--- src/rtl/nec_ir_pkg.sv ---
`default_nettype none

package nec_ir_pkg;

  localparam int CAP_BITS = 16;
  localparam int REG_BITS = 16;
  localparam int NUM_REGS = 8;
  localparam int IDX_BITS = 3;

  // request codes
  localparam logic [1:0] REQ_TICK      = 2'd0;
  localparam logic [1:0] REQ_EDGE      = 2'd1;
  localparam logic [1:0] REQ_TICK_EDGE = 2'd2;

  // window register indexes
  localparam logic [IDX_BITS-1:0] REG_ZERO_MIN   = 3'd0;
  localparam logic [IDX_BITS-1:0] REG_ZERO_MAX   = 3'd1;
  localparam logic [IDX_BITS-1:0] REG_ONE_MIN    = 3'd2;
  localparam logic [IDX_BITS-1:0] REG_ONE_MAX    = 3'd3;
  localparam logic [IDX_BITS-1:0] REG_REPEAT_MIN = 3'd4;
  localparam logic [IDX_BITS-1:0] REG_REPEAT_MAX = 3'd5;
  localparam logic [IDX_BITS-1:0] REG_LEADER_MIN = 3'd6;
  localparam logic [IDX_BITS-1:0] REG_LEADER_MAX = 3'd7;

  localparam logic [REG_BITS-1:0] REG_RESET [NUM_REGS] = '{
    16'd300, 16'd800, 16'd1400, 16'd1800, 16'd2100, 16'd2500, 16'd4200, 16'd4700
  };

  localparam logic [7:0] KEY_BITS      = 8'd24;
  localparam logic [7:0] SILENCE_FIRST = 8'd3;
  localparam logic [7:0] SILENCE_LAST  = 8'd9;
  localparam logic [7:0] REPEAT_SKIP   = 8'd3;

  typedef struct packed {
    logic [1:0]          req_type;
    logic [CAP_BITS-1:0] capture_count;
  } ir_in_t;

  typedef struct packed {
    logic [7:0] key_code;
    logic       key_valid;
    logic       receiving;
    logic [7:0] repeat_total;
    logic [7:0] bits_seen;
  } ir_out_t;

endpackage

`default_nettype wire

--- src/rtl/nec_ir_pulse_decoder.sv ---
`default_nettype none

// NEC infrared pulse decoder.
// in_*  : one request per timer event: a 10 ms overflow tick, a capture edge,
//         or a tick followed by an edge. Edges alternate rising/falling; the
//         falling edge carries the high-pulse width in microseconds.
// out_* : exactly one result per request, in order: last key byte, a strobe
//         when this request completed a 24-bit frame, frame activity and the
//         repeat and bit counters.
// cfg_* : writes the eight pulse-width window bounds (index 0..7, exclusive
//         bounds); always ready, meant to be written while the block is idle.
// A request sits in the input register while the decode, set by the window
// compares and counter updates, is worked out, and lands in the result register
// as soon as that register is free or its result is taken. Throughput is one
// request a cycle while the receiver takes every result.
// If the receiver stalls, the result register holds and the input register
// still takes one more request; ready then drops until the result is taken.
// Synchronous reset empties both registers, clears the decode state and
// reloads the default window bounds.

module nec_ir_pulse_decoder
  import nec_ir_pkg::*;
#(
  parameter int CAPTURE_WIDTH = 16
) (
  input  wire logic                clk,
  input  wire logic                rst,
  input  wire logic                in_valid,
  output logic                     in_ready,
  input  wire ir_in_t              in_data,
  output logic                     out_valid,
  input  wire logic                out_ready,
  output ir_out_t                  out_data,
  input  wire logic                cfg_valid,
  output logic                     cfg_ready,
  input  wire logic [IDX_BITS-1:0] cfg_index,
  input  wire logic [REG_BITS-1:0] cfg_data
);

  logic [REG_BITS-1:0] regs [NUM_REGS];

  logic   in_q_valid;
  ir_in_t in_q;
  logic   advance;

  logic       await_falling, await_falling_next;
  logic       frame_active, frame_active_next;
  logic [7:0] silence_ticks, silence_ticks_next;
  logic [7:0] bit_shift, bit_shift_next;
  logic [7:0] bit_total, bit_total_next;
  logic [7:0] repeat_count, repeat_count_next;
  logic [7:0] held_key, held_key_next;
  logic       key_latch;

  logic                is_tick, is_edge;
  logic [CAP_BITS-1:0] width;
  logic                in_zero, in_one, in_repeat, in_leader;

  function automatic logic [7:0] sat_inc(input logic [7:0] v);
    return (v == 8'hFF) ? v : v + 8'd1;
  endfunction

  assign cfg_ready = 1'b1;
  assign advance   = in_q_valid && (!out_valid || out_ready);
  assign in_ready  = !in_q_valid || advance;

  always_comb begin
    // bits above the capture timer width are not part of the count
    for (int i = 0; i < CAP_BITS; i++) begin
      width[i] = in_q.capture_count[i] & (i < CAPTURE_WIDTH);
    end
  end

  assign in_zero   = width > regs[REG_ZERO_MIN]   && width < regs[REG_ZERO_MAX];
  assign in_one    = width > regs[REG_ONE_MIN]    && width < regs[REG_ONE_MAX];
  assign in_repeat = width > regs[REG_REPEAT_MIN] && width < regs[REG_REPEAT_MAX];
  assign in_leader = width > regs[REG_LEADER_MIN] && width < regs[REG_LEADER_MAX];

  assign is_tick = in_q.req_type == REQ_TICK || in_q.req_type == REQ_TICK_EDGE;
  assign is_edge = in_q.req_type == REQ_EDGE || in_q.req_type == REQ_TICK_EDGE;

  always_comb begin
    await_falling_next = await_falling;
    frame_active_next  = frame_active;
    silence_ticks_next = silence_ticks;
    bit_shift_next     = bit_shift;
    bit_total_next     = bit_total;
    repeat_count_next  = repeat_count;
    held_key_next      = held_key;
    key_latch          = 1'b0;

    // tick first: frame closes after enough silence
    if (is_tick && frame_active) begin
      if (silence_ticks > SILENCE_FIRST &&
          (repeat_count == 8'd0 || silence_ticks > SILENCE_LAST)) begin
        frame_active_next = 1'b0;
      end
      silence_ticks_next = sat_inc(silence_ticks);
    end

    if (is_edge) begin
      if (!await_falling) begin
        await_falling_next = 1'b1;
        silence_ticks_next = 8'd0;
      end else begin
        await_falling_next = 1'b0;
        if (frame_active_next) begin
          priority if (in_zero) begin
            bit_shift_next = {bit_shift[6:0], 1'b0};
            bit_total_next = sat_inc(bit_total);
          end else if (in_one) begin
            bit_shift_next = {bit_shift[6:0], 1'b1};
            bit_total_next = sat_inc(bit_total);
          end else if (in_repeat) begin
            if (repeat_count > REPEAT_SKIP) begin
              bit_total_next = sat_inc(bit_total);
            end
            repeat_count_next = sat_inc(repeat_count);
          end
        end else if (in_leader) begin
          frame_active_next = 1'b1;
          bit_total_next    = 8'd0;
          repeat_count_next = 8'd0;
        end
      end
    end

    if (bit_total_next == KEY_BITS && bit_total != KEY_BITS) begin
      held_key_next  = bit_shift_next;
      bit_shift_next = 8'd0;
      key_latch      = 1'b1;
    end
  end

  always_ff @(posedge clk) begin
    if (rst) begin
      for (int i = 0; i < NUM_REGS; i++) begin
        regs[i] <= REG_RESET[i];
      end
      in_q_valid    <= 1'b0;
      out_valid     <= 1'b0;
      await_falling <= 1'b0;
      frame_active  <= 1'b0;
      silence_ticks <= 8'd0;
      bit_shift     <= 8'd0;
      bit_total     <= 8'd0;
      repeat_count  <= 8'd0;
      held_key      <= 8'd0;
    end else begin
      if (cfg_valid && cfg_ready) begin
        regs[cfg_index] <= cfg_data;
      end
      if (in_valid && in_ready) begin
        in_q_valid <= 1'b1;
        in_q       <= in_data;
      end else if (advance) begin
        in_q_valid <= 1'b0;
      end
      if (advance) begin
        out_valid              <= 1'b1;
        out_data.key_code      <= held_key_next;
        out_data.key_valid     <= key_latch;
        out_data.receiving     <= frame_active_next;
        out_data.repeat_total  <= repeat_count_next;
        out_data.bits_seen     <= bit_total_next;
        await_falling          <= await_falling_next;
        frame_active           <= frame_active_next;
        silence_ticks          <= silence_ticks_next;
        bit_shift              <= bit_shift_next;
        bit_total              <= bit_total_next;
        repeat_count           <= repeat_count_next;
        held_key               <= held_key_next;
      end else if (out_ready) begin
        out_valid <= 1'b0;
      end
    end
  end

endmodule

`default_nettype wire

--- config.mk ---
export PLATFORM = sky130hd
export DESIGN_NAME = nec_ir_pulse_decoder
export DESIGN_NICKNAME = d
export VERILOG_FILES = /design/src/rtl/nec_ir_pkg.sv /design/src/rtl/nec_ir_pulse_decoder.sv
export SDC_FILE = /design/constraint.sdc
export NUM_CORES = 1
export LEC_CHECK = 0
export ABC_AREA = 1
export BUFFER_PORTS_ARGS = -buffer_cell sky130_fd_sc_hd__buf_2
export CORE_MARGIN = 1
export CORE_UTILIZATION = 50
export DETAILED_ROUTE_END_ITERATION = 8
export GPL_TIMING_DRIVEN = 1
export PLACE_DENSITY = 0.68
export SLEW_MARGIN = 15
export SYNTH_ARGS = -nofsm -noshare
export SYNTH_HDL_FRONTEND = slang
export SYNTH_SLANG_ARGS = --single-unit
--- constraint.sdc ---
create_clock -name clk -period 6.5 [get_ports clk]
set_input_delay 1.3 -clock clk [delete_from_list [all_inputs] [get_ports clk]]
set_output_delay 1.3 -clock clk [all_outputs]
set_load 0.05 [all_outputs]
-- After elaboration in Yosys (flattened, before gate mapping)
Memory sizes are Yosys's and may differ from the RTL's.
Cells that the tools add are included.
- memories: 1
- latch bits: 0
- RAM bits: 128
- ROM bits: 0
- bits in registers: 88
- output and inout port bits: 29
- input bits: 42
- logic and storage cells: 111
- shift-type cells: 0
- add/sub/neg operators: 3
- bitwise logic cells: 1
- multiply operators: 0
- eq/ne operators: 7
- $lt $le $gt $ge: 11
- div/mod/pow operators: 0
- multiplexer cells: 48
- reductions and logical operators: 24
- memories (memory ; depth ; width ; read ports ; clocked after memory_dff ; wr ports ; RTL line ; RTL):
    regs ; 8 ; 16 ; 8 ; 0 ; 8 ; nec_ir_pulse_decoder.sv:40 ; logic [REG_BITS-1:0] regs [NUM_REGS];
- operators with widths (kind ; count):
    $mux 8 ; 28
    $gt 16x16->1 ; 4
    $lt 16x16->1 ; 4
    $add 8x1->8 const B ; 3
    $eq 8x8->1 const B ; 3
    $mux 1 ; 18
    $gt 8x2->1 const B ; 2
    $mux 16 ; 1
    $reduce_or 16->1 ; 1
    $logic_and 1x1->1 ; 9
    $eq 8x5->1 const B ; 1
    $gt 8x4->1 const B ; 1
    $logic_not 8->1 ; 1
    $ne 8x5->1 const B ; 1
    $reduce_and 2->1 ; 3
    $logic_or 1x1->1 ; 5
    $reduce_bool 2->1 ; 2
    $mux 3 ; 1
    $eq 2x1->1 const B ; 1
    $eq 2x2->1 const B ; 1
    $logic_not 1->1 ; 2
    $logic_not 2->1 ; 1
    $not 1->1 ; 1

-- Logic depth before layout (Yosys ltp)
Gate-level depths: netlist of the first run.
- word-level depth: 12
- gate-level depth with buffers: 24
- depth with buffers taken out: 22

-- Worst setup path before layout of the first run
Ideal clock, no wire load.
- path type: input-to-reg
- from: input out_ready
- to: register out_data[0] (netlist bit), enable pin
- path slack: 3.230 ns
- buffers on the path: 1
- arrival: 2.861 ns
- stages on the path: 5
- required time: 6.091 ns
- library setup time: 0.409 ns
- path through: inv_1 nand2_1 nand2_1 clkbuf_1 nor2_1
- longest elaborated chain between the ends: 3
- RTL lines (element ; RTL line ; RTL):
    start: declaration ; nec_ir_pulse_decoder.sv:32 ; input wire logic out_ready,
    $logic_or 1x1->1 ; nec_ir_pulse_decoder.sv:64 ; assign advance = in_q_valid && (!out_valid || out_ready);
    $logic_and 1x1->1 ; nec_ir_pulse_decoder.sv:64 ;
    $reduce_and 2->1 (no source line) ; n/a ;
    end: declaration ; nec_ir_pulse_decoder.sv:33 ; output ir_out_t out_data,
No other way between the ends.
A chain may end at the register's enable or synchronous reset.

-- Worst setup path in the final report of the first run
- from: register in_q, in the netlist width[7]
- to: register held_key[4]
- longest elaborated chain between the ends: 11
- elaborated cells on any way between the ends: 27
- classes of those cells: order compare: 8; eq/ne: 1; mux: 13; reduce/logical: 5
- RTL lines (element ; RTL line ; RTL):
    start: declaration ; nec_ir_pulse_decoder.sv:43 ; ir_in_t in_q;
    start signal: assignment ; nec_ir_pulse_decoder.sv:155 ; in_q <= in_data;
    $gt 16x16->1 / $lt 16x16->1 (equally long branches) ; nec_ir_pulse_decoder.sv:76 ; assign in_repeat = width > regs[REG_REPEAT_MIN] && width < regs[REG_REPEAT_MAX];
    $logic_and 1x1->1 ; nec_ir_pulse_decoder.sv:76 ;
    $mux 8 ; nec_ir_pulse_decoder.sv:114 ; end else if (in_repeat) begin
    $mux 8 ; nec_ir_pulse_decoder.sv:111 ; end else if (in_one) begin
    $mux 8 ; nec_ir_pulse_decoder.sv:108 ; priority if (in_zero) begin
    $mux 8 ; nec_ir_pulse_decoder.sv:107 ; if (frame_active_next) begin
    $mux 8 ; nec_ir_pulse_decoder.sv:102 ; if (!await_falling) begin
    $mux 8 ; nec_ir_pulse_decoder.sv:101 ; if (is_edge) begin
    $eq 8x5->1 ; nec_ir_pulse_decoder.sv:128 ; if (bit_total_next == KEY_BITS && bit_total != KEY_BITS) begin
    $logic_and 1x1->1 ; nec_ir_pulse_decoder.sv:128 ;
    $mux 8 * ; nec_ir_pulse_decoder.sv:128 ;
    end signal: assignment ; nec_ir_pulse_decoder.sv:172 ; held_key <= held_key_next;
    end: declaration ; nec_ir_pulse_decoder.sv:52 ; logic [7:0] held_key, held_key_next;
Every way passes the cells marked *; elsewhere a longest branch is shown, timed or not.

==> summary.txt, run 1 <==
Setup path
  – Worst EP required: 6930 ps
  – CP startpoint kind: register
  – CP arrival: 4010 ps
  – Critical path class: reg2reg
  – Crit end category: register
  – Critical path fanouts, max: 16
  – R2r startpoint: width[7]
  – R2r setup slk: 2930 ps
  – R2R depth: 19
  – RR Endpoint: held_key[4]
  – Worst setup startpoint: width[7]

Finish
  – Multi-input gate area: 4940 um^2
  – Final std cells w/o fill: 1758
  – Most frequent cells in the layout: inv_1, nand2_1, nor2_1, edfxtp_1, ha_1
  – Synth-to-Final Area Change: 11.9%
  – Nets: 1596
  – Share of layout cells above drive strength 1: 0.103
  – Commonest non-fill, non-tap cell in the layout: inv_1
  – Fillers: 2099
  – FF/Latch Area: 6050 um^2
  – Diode count: 0

Yosys
  – Syn Nets: 1521
  – #FFs+latches synth: 216
  – Sequential area share after synthesis: 0.500
  – Post-Syn Area: 12100 um^2
  – Post-synth EDFFs: 172
  – Synth async-reset ratio: 0
  – Syn Area/Cell: 8.98 um^2
  – Distinct cells, synth: 50
  – Yosys Warn Count: 0
  – Post-Synthesis Cells: 1346
  – Synth Flop Type: edfxtp_1

Pwr
  – Peak VDD IR: 0.159 mV
  – Power density cells: 247 nW/um^2
  – LEAKAGE: 0.00627 uW
  – Total power: 3340 uW

STA
  – Setup violators final: 0
  – Final hold viol count: 0
  – Fin crit share: 0.550
  – RSZ-0062 raised after global routing: false
  – Setup TNS: 0 ps
  – Slew @ Worst Pin: 1050 ps
  – Max-slew violations: 0
  – Clock period minus worst slack: 3570 ps
  – Fmax: 280 MHz
  – Worst slew margin: 0.301
  – Worst hold margin: 466 ps
  – Clock Skews: 10.0 ps

Floorplan
  – Ports: 71
  – Initial Util: 0.512
  – Die H: 157 um
  – Rows: 56
  – Core area: 23600 um^2
  – Die width: 157 um
  – Die area: 24800 um^2

Placement
  – PortBufs: 69
  – Final Wtd Congestion: 0.854
  – DP HPWL: 20100 um
  – Placed cells: 1714

Outcome
  – Status: complete, no violations

Clock tree
  – Longest Clk Path Bufs: 3
  – TritonCTS Sinks: 216
  – CTS tree: done
  – Worst-skew pair later-pin latency: 520 ps
  – Postcts setup bufs: 0
  – Worst-path clk slew: 60 ps
  – Post-CTS Resized: 0
  – Num CTS Buffers: 24
  – H-tree levels: 1
  – # hold bufs at CTS: 0
  – CTS root buffer: clkbuf_16

Run
  – Max-Cap Viols: 0

Drt
  – DRC: 0
  – Final ANT Viol Nets: 0
  – Drt pass-1 iters: 6
  – Routed WL: 29200 um
  – DRC marker count from the first detailed-route iteration: 678
  – WL/cell: 16.6 um
  – Vias/cell: 5.18
  – Via count: 9102

Hold path
  – Hold path depth: 2
  – Hold WC Path Type: reg2reg
  – Worst-case hold path end point: bit_shift[0]
  – Min-Delay Startpoint: bit_shift[0]

Global routing
  – First-pass GRT wire length: 45100 um
  – Grt ovf: 0
  – Via count of the first global-routing pass: 8431
  – Total track usage: 0.244
  – Initial antenna violation count: 0
  – Largest net degree at the start of global routing: 36
## synthesized netlist by cell type (11+ instances only)
library cell    n  area share
nor3_1         16      0.0066
o21ai_0        43       0.018
o21ai_1        12      0.0050
inv_1         254       0.079
nand4_1        13      0.0067
a21oi_1        95       0.039
inv_2          11      0.0034
clkbuf_1       17      0.0053
nor2_1        173       0.054
edfxtp_1      172        0.43
dfxtp_1        44       0.073
nand2_1       248       0.077
nand3_1        43       0.018
ha_1          133        0.14
## through the flow
| stage | area [um^2] | worst slack (ps) | util |
|---|---|---|---|
| finish | 13500 | 2930 | 0.573 |
| global route | 13500 | 2590 | 0.573 |
| CTS | 13500 | 2920 | 0.573 |
| detailed placement | 12800 | 2630 | 0.540 |
| global placement | 12800 | 2750 | 0.540 |
| floorplan | 12100 | 3230 | - |
## metal layers
metal | vias to the layer above | GRT usage | wire length [um]
li1 | 4551 | - | -
met1 | 4206 | 0.324 | 13000
met2 | 281 | 0.407 | 13500
met3 | 64 | 0.0391 | 1940
met4 | 0 | 0.0749 | 862
met5 | - | 0 | 0
## critical path, stage by stage (launching register included)
cell and delay (ps):
edfxtp_1 670, ha_1 430, nand2_1 70, nor2_1 130, nand2_1 70, nor3_1 360, nor2_1 100, nand2_1 90
a21oi_1 70, nand3_1 110, nand2_1 180, inv_2 140, o21ai_1 70, nand2_1 110, nand3_1 130, nor2_4 240
nand2_4 190, nand2_1 100, nand2_1 70, a21oi_1 140
## state kept, by name, indices dropped and copies added, names as in the netlist, 8 cells and up
name           count
silence_ticks      8
held_key           8
bit_shift          8
width             16
regs             128
bit_total          8
repeat_count       8
out_data          26
## kinds of logic after synthesis
family / after synthesis / synth area share
muxes: 2 / 0.00166
xor gates and xnor gates: 3 / 0.00217
DFF: 216 / 0.500
adders and majority gates: 133 / 0.138
and+or+nand+nor: 526 / 0.188
buffers and inverters: 289 / 0.0914
other: 1 / 0.000310
AOI/OAI and AO/OA: 176 / 0.0791
## final cells by class
cell class,count,area share
tap,319,0.0295
inverter,266,0.0738
clock inverter,13,0.00721
sequential,216,0.447
clock buffer,31,0.0501
timing repair buffer,72,0.0272
multi-input combinational,841,0.365
## worst max-delay path by stage
stage                     depth (start not counted)     endpoint
after floorplan                                   5  out_data[0]
after global placement                            9   regs[7][9]
after detailed placement                          9  regs[5][10]
after CTS                                        16  held_key[4]
after global routing                             19  held_key[4]
final                                            19  held_key[4]
## where the power goes
group / leakage [uW] / switching [uW] / internal, uW
Sequential: 0.00201 / 47.1 / 1570
Combinational: 0.00388 / 272 / 127
Clock: 0.000378 / 547 / 776
Total: 0.00627 / 866 / 2470
Note: power is estimated with default switching activity, not from simulation.
==> inputs of run 2 (changes only) <==
--- a/config.mk
+++ b/config.mk
@@ -5,13 +5,13 @@
 export SDC_FILE = /design/constraint.sdc
 export NUM_CORES = 1
 export LEC_CHECK = 0
-export ABC_AREA = 1
+export ABC_AREA = 0
 export BUFFER_PORTS_ARGS = -buffer_cell sky130_fd_sc_hd__buf_2
 export CORE_MARGIN = 1
 export CORE_UTILIZATION = 50
 export DETAILED_ROUTE_END_ITERATION = 8
 export GPL_TIMING_DRIVEN = 1
-export PLACE_DENSITY = 0.68
+export PLACE_DENSITY = 0.67
 export SLEW_MARGIN = 15
 export SYNTH_ARGS = -nofsm -noshare
 export SYNTH_HDL_FRONTEND = slang
==> constraint.sdc (replaced) <==
create_clock -name clk -period 3.54 [get_ports clk]
set_input_delay 0.708 -clock clk [delete_from_list [all_inputs] [get_ports clk]]
set_output_delay 0.708 -clock clk [all_outputs]
set_load 0.05 [all_outputs]
==> summary.txt, run 2 <==
Setup path
  – R2r startpoint: width[2]
  – WP buf/inv: 5
  – CP startpoint kind: register
  – CP arrival: 4380 ps
  – Critical path fanouts, max: 5
  – Critical path class: reg2reg
  – Worst setup startpoint: width[2]
  – Worst EP required: 3810 ps
  – RR Endpoint: out_data[19]
  – R2r setup slk: -570 ps
  – Crit end category: register
  – Crit path max-delay family: compound AO/OA/AOI/OAI gates
  – Crit-path max cell delay: 500 ps
  – R2R depth: 15
  – CP cell instances: buf_4, ha_1, a2111oi_1, o22ai_2, buf_6, o31ai_4, buf_4, a2bb2oi_4, buf_6, buf_6, a32oi_4, o21ai_4, nor4_4, and4_4, mux2_4
  – Most used cell, CP: buf_6
  – Critical Path Slowest Stage Cell: edfxtp_1

Yosys
  – Post-Syn Area: 12200 um^2
  – Synth top cells by count: edfxtp_1, inv_1, ha_1
  – Top cell type's share of synthesized area: 0.423
  – Post-Synthesis Cells: 1136
  – Mux share of post-synthesis cell area: 0.0155
  – Sequential area share after synthesis: 0.495
  – Compound-Gate Fraction of Synth Area: 0.116
  – XOR/XNOR Fraction of Synth Area: 0.00430
  – Post-Synth Adder-Cell Area: 0.136
  – #FFs+latches synth: 216
  – Count leader, synth: edfxtp_1
  – Yosys Warn Count: 0
  – Distinct cells, synth: 80
  – Synth async-reset ratio: 0
  – Syn Area/Cell: 10.7 um^2
  – Largest family of logic cells by synthesized area: simple AND/OR/NAND/NOR gates
  – Simple-Gate Fraction of Synth Area: 0.174
  – Synth top area cells: edfxtp_1, ha_1, dfxtp_1
  – Synth Flop Type: edfxtp_1
  – Post-synth EDFFs: 172
  – Syn Nets: 1311
  – Synth area leader: edfxtp_1

Floorplan
  – Rows: 56
  – Die width: 158 um
  – Core area: 23700 um^2
  – Initial Util: 0.516
  – Ports: 71
  – Die H: 158 um
  – Die area: 25100 um^2

Clock tree
  – Worst-skew pair later-pin latency: 520 ps
  – CTS root buffer: clkbuf_16
  – TritonCTS Sinks: 216
  – H-tree levels: 1
  – Longest Clk Path Bufs: 3
  – Worst-path clk slew: 60 ps
  – # hold bufs at CTS: 0
  – Num CTS Buffers: 25
  – CTS tree: done

STA
  – Post-route worst setup slack: -570 ps
  – Worst slew margin: 0.356
  – Fin crit share: 1.16
  – Clock Skews: 9.12 ps
  – Fmax: 243 MHz
  – Max-slew violations: 0
  – Setup TNS: -13030 ps
  – Final hold viol count: 0
  – Clock period minus worst slack: 4110 ps
  – Setup violators final: 34
  – Slew @ Worst Pin: 962 ps
  – RSZ-0062 raised after global routing: true

Drt
  – Drt pass-1 iters: 5
  – DRC: 0
  – Routed WL: 33400 um
  – WL/cell: 19.6 um
  – Final ANT Viol Nets: 0
  – DRC marker count from the first detailed-route iteration: 747
  – Via count: 9615
  – Vias/cell: 5.64

Finish
  – Largest Register: regs
  – Fin area: 15500 um^2
  – Commonest non-fill, non-tap cell in the layout: edfxtp_1
  – Diode count: 0
  – Share of layout cells above drive strength 1: 0.271
  – Largest register FFs: 128
  – Most frequent cells in the layout: edfxtp_1, inv_1, buf_4
  – Fillers: 1901
  – Nets: 1544
  – Synth-to-Final Area Change: 26.8%
  – Final std cells w/o fill: 1705

Hold path
  – Min-Delay Startpoint: in_data[5]
  – Hold path depth: 1
  – Worst-case hold path end point: width[5]
  – Hold WC Path Type: in2reg

Pwr
  – Power density cells: 416 nW/um^2
  – Peak VDD IR: 0.360 mV
  – LEAKAGE: 0.00653 uW
  – Total power: 6440 uW

Placement
  – Final Wtd Congestion: 0.934
  – PortBufs: 69
  – Placed cell area: 13800 um^2
  – DP HPWL: 23500 um
  – Placed cells: 1619

Global routing
  – Total track usage: 0.273
  – First-pass GRT wire length: 51200 um
  – Grt ovf: 0
  – Initial antenna violation count: 1
  – Via count of the first global-routing pass: 9285
  – Largest net degree at the start of global routing: 35

Outcome
  – Status: finished with violations
  – Failing checks: negative setup slack

Run
  – Max-Cap Viols: 0
-- run 2: cell count changes after synthesis, moves of 37 or more --
cell and change:
nand2_1 -187, or3_1 +37, a21oi_1 -42, and2_1 +98
nor2_1 -124, inv_1 -106
-- run 2: how the worst max path moves through the flow --
stage | to | slack [ps] | cells after the start
global placement | out_data[19] | -620 | 12
global route | out_data[19] | -640 | 16
detailed placement | out_data[18] | -720 | 12
CTS | out_data[21] | -440 | 14
floorplan | out_data[18] | -290 | 13
finish | out_data[19] | -570 | 15
-- run 2: per-layer routing --
metal | track usage | vias up | part of all wire
met2 | 0.413 | 352 | 0.44
met3 | 0.0468 | 58 | 0.070
li1 | - | 4559 | -
met1 | 0.398 | 4646 | 0.47
met4 | 0.0820 | 0 | 0.023
met5 | 0 | - | 0
-- run 2: timing repair --
item,4_1_cts,5_1_grt
pin swaps,24,36
gates cloned,1,0
gates resized for setup,56,58
setup buffers,26,19
endpoints found under the setup margin,36,42
-- run 2: metrics by stage --
step / hold slack [ps] / utilization / setup slack [ps]
finish: 357 / 0.654 / -570
global route: 343 / 0.654 / -637
CTS: 343 / 0.638 / -436
detailed placement: 463 / 0.583 / -716
global placement: 454 / 0.583 / -620
floorplan: 438 / - / -290
-- run 2: cells by family (layout without fill, tap and decap cells) --
group,after synthesis,after routing
xor+xnor,6,6
other cells,1,1
compound gates,199,199
fa+ha+maj,133,133
mux,17,17
buf+inv,183,432
flops,216,216
simple gates,381,382
-- run 2: report_power, final --
group | internal, uW | switching, uW | total [uW]
sequential | 2860 | 48.6 | 2910
clock | 1570 | 1010 | 2590
combinational | 391 | 549 | 940
-- run 2: layout make-up --
type / instances / area [um^2] / area share
sequential: 216 / 6050 / 0.390
multi-input combinational: 738 / 5920 / 0.383
timing repair buffer: 239 / 1740 / 0.112
clock buffer: 29 / 641 / 0.0414
inverter: 149 / 564 / 0.0364
tap: 319 / 399 / 0.0258
clock inverter: 15 / 169 / 0.0109
==> inputs of run 3 (changes only) <==
--- a/config.mk
+++ b/config.mk
@@ -9,6 +9,7 @@
 export BUFFER_PORTS_ARGS = -buffer_cell sky130_fd_sc_hd__buf_2
 export CORE_MARGIN = 1
 export CORE_UTILIZATION = 50
+export CTS_BUF_LIST = sky130_fd_sc_hd__clkbuf_8
 export DETAILED_ROUTE_END_ITERATION = 8
 export GPL_TIMING_DRIVEN = 1
 export PLACE_DENSITY = 0.67
==> summary.txt, run 3 (synthesis results as in run 2) <==
Outcome
  – Status: finished with violations
  – Failing checks: negative setup slack

Finish
  – FF/Latch Area: 6050 um^2
  – Multi-input gate area: 6030 um^2
  – Largest Register: regs
  – Most frequent cells in the layout: edfxtp_1, inv_1, buf_4
  – Nets: 1547
  – Final core area utilization: 0.649
  – Commonest non-fill, non-tap cell in the layout: edfxtp_1
  – Share of layout cells above drive strength 1: 0.275
  – Synth-to-Final Area Change: 25.8%
  – Fillers: 1937
  – Final std cells w/o fill: 1720
  – Largest register FFs: 128

Pwr
  – Peak VDD IR: 0.258 mV
  – Sw Ratio: 0.275
  – Internal power: 4320 uW
  – Comb pwr share: 0.158
  – Power density cells: 388 nW/um^2
  – LEAKAGE: 0.00649 uW
  – Clock power share: 0.353
  – Total power: 5960 uW
  – Sw Pwr: 1640 uW
  – Sequential share of power: 0.489

Clock tree
  – Num CTS Buffers: 39
  – Worst-skew pair later-pin latency: 540 ps
  – H-tree levels: 2
  – # hold bufs at CTS: 0
  – Longest Clk Path Bufs: 3
  – Worst-path clk slew: 60 ps
  – TritonCTS Sinks: 216
  – CTS tree: done
  – CTS root buffer: clkbuf_8

Global routing
  – Initial antenna violation count: 1
  – Grt ovf: 0
  – Via count of the first global-routing pass: 9290
  – First-pass GRT wire length: 51300 um
  – Largest net degree at the start of global routing: 35
  – Total track usage: 0.275

Drt
  – Vias/cell: 5.59
  – DRC marker count from the first detailed-route iteration: 706
  – Final ANT Viol Nets: 0
  – DRC: 0
  – Via count: 9623
  – Drt pass-1 iters: 5
  – WL/cell: 19.4 um
  – Routed WL: 33300 um

Floorplan
  – Rows: 56
  – Core area: 23700 um^2
  – Die area: 25100 um^2
  – Initial Util: 0.516
  – Die width: 158 um
  – Ports: 71
  – Die H: 158 um

STA
  – Slew @ Worst Pin: 926 ps
  – Final hold viol count: 0
  – Fin crit share: 1.14
  – RSZ-0062 raised after global routing: true
  – Worst slew margin: 0.380
  – Post-route worst setup slack: -507 ps
  – Worst hold margin: 343 ps
  – Setup violators final: 34
  – Fmax: 247 MHz
  – Clock Skews: 20.6 ps
  – Clock period minus worst slack: 4050 ps
  – Setup TNS: -12000 ps
  – Max-slew violations: 0

Setup path
  – RR Endpoint: held_key[0]
  – Worst setup startpoint: width[9]
  – Setup crit end: held_key[0]
  – Crit end category: register
  – R2R depth: 15
  – Critical path fanouts, max: 6
  – Critical path class: reg2reg
  – R2r setup slk: -510 ps
  – CP arrival: 4480 ps
  – CP startpoint kind: register
  – Worst EP required: 3970 ps
  – R2r startpoint: width[9]

Placement
  – DP HPWL: 23500 um
  – Final Wtd Congestion: 0.934
  – Placed cells: 1619
  – PortBufs: 69

Hold path
  – Hold WC Path Type: in2reg

Run
  – Max-Cap Viols: 0
## run 3: cell types whose count changed in the layout (fill, tap and decap cells not counted), sizes merged
cell,delta
buf,-11
bufinv,-4
clkbuf,+12
clkinv,+2
clkinvlp,+1
diode,+1
inv,+14
## run 3: what timing repair did
item,in CTS,in global routing
cloned,1,0
pin swaps,17,17
setup endpoints to repair,36,41
buffers inserted,22,9
gates resized for setup,65,60
## run 3: critical path, stage by stage, from the launching register on
cell and delay (ps):
edfxtp_1 520, buf_6 190, ha_4 250, nand4_1 240, a2111o_1 480, o22ai_2 140, buf_6 140, o31ai_4 90
buf_6 140, a2bb2oi_4 240, a21oi_1 110, o22a_2 230, buf_4 160, or4_4 520, o41a_1 320, a31o_1 190
## run 3: cell type report
type                       instances  share of cell area
antenna                            1            0.000163
inverter                         149              0.0369
tap                              319              0.0260
sequential                       216               0.394
clock inverter                    28             0.00741
multi-input combinational        738               0.392
timing repair buffer             228               0.107
clock buffer                      41              0.0367
## run 3: worst min-delay path by stage
stage / slack [ps] / start / to / cells past startpoint
final: 340 / in_data[1] / width[1] / 1
after global routing: 320 / in_data[2] / width[2] / 1
after CTS: 320 / in_data[2] / width[2] / 1
after detailed placement: 460 / bit_shift[2] / bit_shift[2] / 2
after global placement: 450 / bit_shift[6] / bit_shift[6] / 2
after floorplan: 440 / bit_shift[7] / bit_shift[7] / 2
## run 3: power by group through the flow
stage	registers, uW	logic (uW)	clock network [uW]
after global placement	2960	798	0
final	2910	940	2100
after floorplan	3000	420	0
after detailed placement	2970	809	0
after CTS	2910	886	2130
after global routing	2930	1030	2230
## run 3: metrics by stage
step	area [um^2]	setup slack, ps
3_5_place_dp	13800	-716
2_1_floorplan	12200	-290
3_3_place_gp	13800	-620
4_1_cts	15000	-464
6_report	15400	-507
5_1_grt	15400	-595
## run 3: layer usage
layer,vias to the layer above,part of all wire,track usage
li1,4572,-,-
met1,4647,0.47,0.405
met2,349,0.44,0.415
met3,55,0.068,0.0438
met4,0,0.024,0.0792
met5,-,0,0
